[config.mk]
export PLATFORM = sky130hd
export DESIGN_NAME = sle_cell
export DESIGN_NICKNAME = d
export VERILOG_FILES = /design/src/rtl/sle_pkg.sv /design/src/rtl/sle_cell.sv
export SDC_FILE = /design/constraint.sdc
export NUM_CORES = 1
export LEC_CHECK = 0
export BUFFER_PORTS_ARGS = -buffer_cell sky130_fd_sc_hd__buf_2
export CAP_MARGIN = 10
export CORE_MARGIN = 3
export CORE_UTILIZATION = 36
export CTS_CLUSTER_DIAMETER = 50
export CTS_CLUSTER_SIZE = 14
export DETAILED_ROUTE_END_ITERATION = 8
export MAX_ROUTING_LAYER = met4
export PLACE_DENSITY = 0.81
export SYNTH_ARGS = -nofsm -noshare
export SYNTH_HDL_FRONTEND = slang
export SYNTH_SLANG_ARGS = --single-unit
export TNS_END_PERCENT = 20
[constraint.sdc]
create_clock -name clk -period 2.2 [get_ports clk]
set_clock_uncertainty 0.2 [all_clocks]
set_input_delay 0.66 -clock clk [delete_from_list [all_inputs] [get_ports clk]]
set_output_delay 0.66 -clock clk [all_outputs]
set_load 0.05 [all_outputs]
[src/rtl/sle_pkg.sv]
`default_nettype none
package sle_pkg;

	typedef enum logic [1:0] {
		KIND_INSERT = 2'd0,
		KIND_DELETE = 2'd1,
		KIND_LOCATE = 2'd2,
		KIND_CLEAR  = 2'd3
	} kind_t;

	typedef enum logic [1:0] {
		ST_OK       = 2'd0,
		ST_FULL     = 2'd1,
		ST_RANGE    = 2'd2,
		ST_NOTFOUND = 2'd3
	} status_t;

	localparam int ChunkBits = 8;

	typedef struct packed {
		logic       ins;
		logic       del;
		logic [7:0] pos0;
	} cell_ctl_t;

endpackage
`default_nettype wire

[src/rtl/sle_cell.sv]
`default_nettype none
module sle_cell #(
	parameter int IDX  = 0,
	parameter int CNTW = 8
) (
	input  wire logic               clk,
	input  wire sle_pkg::cell_ctl_t ctl,
	input  wire logic signed [31:0] value,
	input  wire logic signed [31:0] left,
	input  wire logic signed [31:0] right,
	input  wire logic [CNTW-1:0]    count,
	output logic signed [31:0]      data_q,
	output logic                    match
);
	import sle_pkg::*;

	localparam int CW = (CNTW > 8) ? CNTW : 8;

	logic [CW-1:0] idx_c;
	logic [CW-1:0] pos_c;
	logic          at_or_above;
	logic          live;

	assign idx_c       = CW'(IDX);
	assign pos_c       = CW'(ctl.pos0);
	assign at_or_above = idx_c >= pos_c;
	assign live        = CNTW'(IDX) < count;
	assign match       = live && (data_q == value);

	always_ff @(posedge clk) begin
		if (ctl.ins && at_or_above) begin
			data_q <= (idx_c == pos_c) ? value : left;
		end else if (ctl.del && at_or_above) begin
			data_q <= right;
		end
	end

endmodule
`default_nettype wire

==> impl_results.md <==
* Synth Warn # at 0
* Gpl congestion at 0.7253
* Synth unique cells at 13
* Peak supply drop at 0.0002863 V
* Setup CP Type: in -> out
* Crit end category: output port
* Detailed Routing Iterations Pass 1 at 4
* Most common cell on crit path: buf_6
* Max-Slew Margin vs Limit at 0.6833
* Final WL at 4676 microns
* Sink Count at 32
* Number of placed instances, taps included at roughly 310
* Post-layout util at 0.5815
* Number of global-route vias before repair at 1,614
* Worst hold path type: in -> reg
* Cell Count, Final, Fillers Out at 322
* I/O pin cnt at 148
* Core area at around 4900 sq um
* Crit path cell chain: buf_6 -> xor2_1 -> nor4_2 -> buf_4 -> nand4_1 -> a2111oi_4 -> buf_6
* Leakage power at 1.335 nW
* Register area share after synthesis at 0.5123
* Share of cells above drive strength 1 at 0.7059
* WP depth at 7
* Die area at roughly 6000 sq um
* PD cells at 454.3 nW/um^2
* Avg Cell Area, Syn at 16.17 sq um
* Final hold viol count at 0
* Critical path buffers and inverters at 3
* Slowest cell on the critical path: nor4_2
* Worst Max-Slew Pin Slew at 0.4708 ns
* Final setup viols at 1
* Number of cells on the worst hold path at 2
* Mapped Cells at 116
* Synth top area share at 0.5123
* Worst-path maximum fanout at 2
* Status: complete, but fails checks
* Hold buffers post-CTS at 0
* Fill count at 412
* Crit path time final at ~2.9 ns
* Iteration-0 DRC Markers at 39
* #FFs+latches synth at 32
* Remaining DRCs at 0
* Largest Register: data_q
* Routed WL per cell at 14.52 microns
* IO buf count at 115
* CTS tree: done
* Via/cell ratio at 4.643
* Largest register FFs at 32
* Final HPWL DP at ~3700 microns
* Final #Nets at 369
* Total number of H-tree levels at 2
* Die Wd at roughly 80 microns
* Vias at 1,495
* CP required at 1.34 ns
* Clk slew on worst S/H paths at 0.06 ns
* Chip height at 78.18 microns
* Largest regs: data_q (32)
* Max Cap Viol at 0
* Worst Hold Margin at ~0.48 ns
* CP top delay family: simple AND/OR/NAND/NOR gates
* Synthesized cell area at roughly 1900 sq um
* Area growth syn-to-layout at 51.30%
* Crit path largest cell delay at between 0.3 and 0.4 ns
* Root Buffer: clkbuf_8
* Core Rows at 25
* Max Slew Vio Count at 0
* Grt total ovfl at 0
* Num CTS Buffers at 5
* Multi-input logic area at 925.9 sq um
* Initial antenna violation count at 0
* Fmax at 347.0 MHz
* All-Layer GR Usage at 0.1604
* Pin count of the biggest net entering global routing at 33
* Largest area contributor in the netlist: edfxtp_1
* RSZ-0062 raised after global routing: yes
* WP data arrival at roughly 2.0 ns
* First-pass GRT wire length at 7403 microns
* Initial Utilization at 0.3844
* Area contributors post-synth: edfxtp_1, mux2_4, xor2_1, nor4_1, xnor2_1
* Final Cycle Share at 1.310
* Antenna-violating nets left at 0
* Critical path startpoint category: input pin
* Post-CTS setup buffers at 0
* Antenna cells at 0
* Clock Path Buffers at 2
* Synth Net Count at approximately 230
* Slack of the critical path at -0.6816 ns
* Failing checks: setup timing
* Register Area at a little under 1000 sq um
cell families after synthesis:
family / share of synthesized area
buffers and inverters: 0.01801
xor gates and xnor gates: 0.1494
and+or+nand+nor: 0.05803
DFF: 0.5123
muxes: 0.2522
AOI/OAI and AO/OA: 0.01001
final timing paths:
kind                       from    endpoint  slack [ns]
worst max-delay path  value[12]       match       -0.68
worst min-delay path  right[16]  data_q[16]        0.48
per-layer routing:
metal  part of all wire  up-vias  track usage  routed length (microns)
met2               0.50       85       0.2740                     2330
met4              0.018        0      0.05944                       85
met1               0.40      683       0.1867                     1856
li1                   -      720            -                        -
met3              0.086        7      0.03326                      404
met5                  0        -            -                        0
what timing repair did:
item | CTS | global route
hold endpoints to repair | 0 | 0
pin swaps | 5 | 1
gates resized for setup | 8 | 2
endpoints found under the setup margin | 1 | 1
cell usage after synthesis, drive strengths merged:
cell	instances
edfxtp	32
o211a	1
nand3	2
mux2	32
xor2	28
nand4	2
xnor2	4
buf	3
a2111oi	1
nor4	11
cell usage in the layout, fill, tap and decap left out, types with 2 or more instances in the layout:
master and count:
mux2_4 30, clkbuf_8 5, edfxtp_1 32, clkbuf_1 2
nor4_1 6, buf_12 3, xor2_1 27, mux2_2 2
buf_4 16, nor4_2 5, buf_6 5, xnor2_1 4
nand4_1 2, buf_2 110
power by group:
part / switching (mW) / leakage (nW) / internal (mW)
logic: 0.0684 / 1.01 / 0.123
clock network: 0.205 / 0.0399 / 0.220
registers: 0.00120 / 0.288 / 0.672
total: 0.274 / 1.33 / 1.02
layout make-up:
class,count,share of cell area
clock buffer,7,0.02690
sequential,32,0.3386
multi-input combinational,81,0.3263
clock inverter,1,0.001323
tap,67,0.02954
timing repair buffer,134,0.2773
through the flow:
step / setup slack, ns / setup TNS [ns] / total power, mW / instance area (sq um)
after floorplan: -0.6296 / -0.6296 / 0.7633 / 1894
after global placement: -0.9813 / -1.946 / 0.8647 / 2700
after detailed placement: -0.9788 / -2.692 / 0.8718 / 2700
after CTS: -0.7003 / -0.7003 / 1.300 / 2825
after global routing: -0.7452 / -0.7452 / 1.346 / 2838
final: -0.6816 / -0.6816 / 1.289 / 2838
Note: power is estimated with default switching activity, not from simulation.
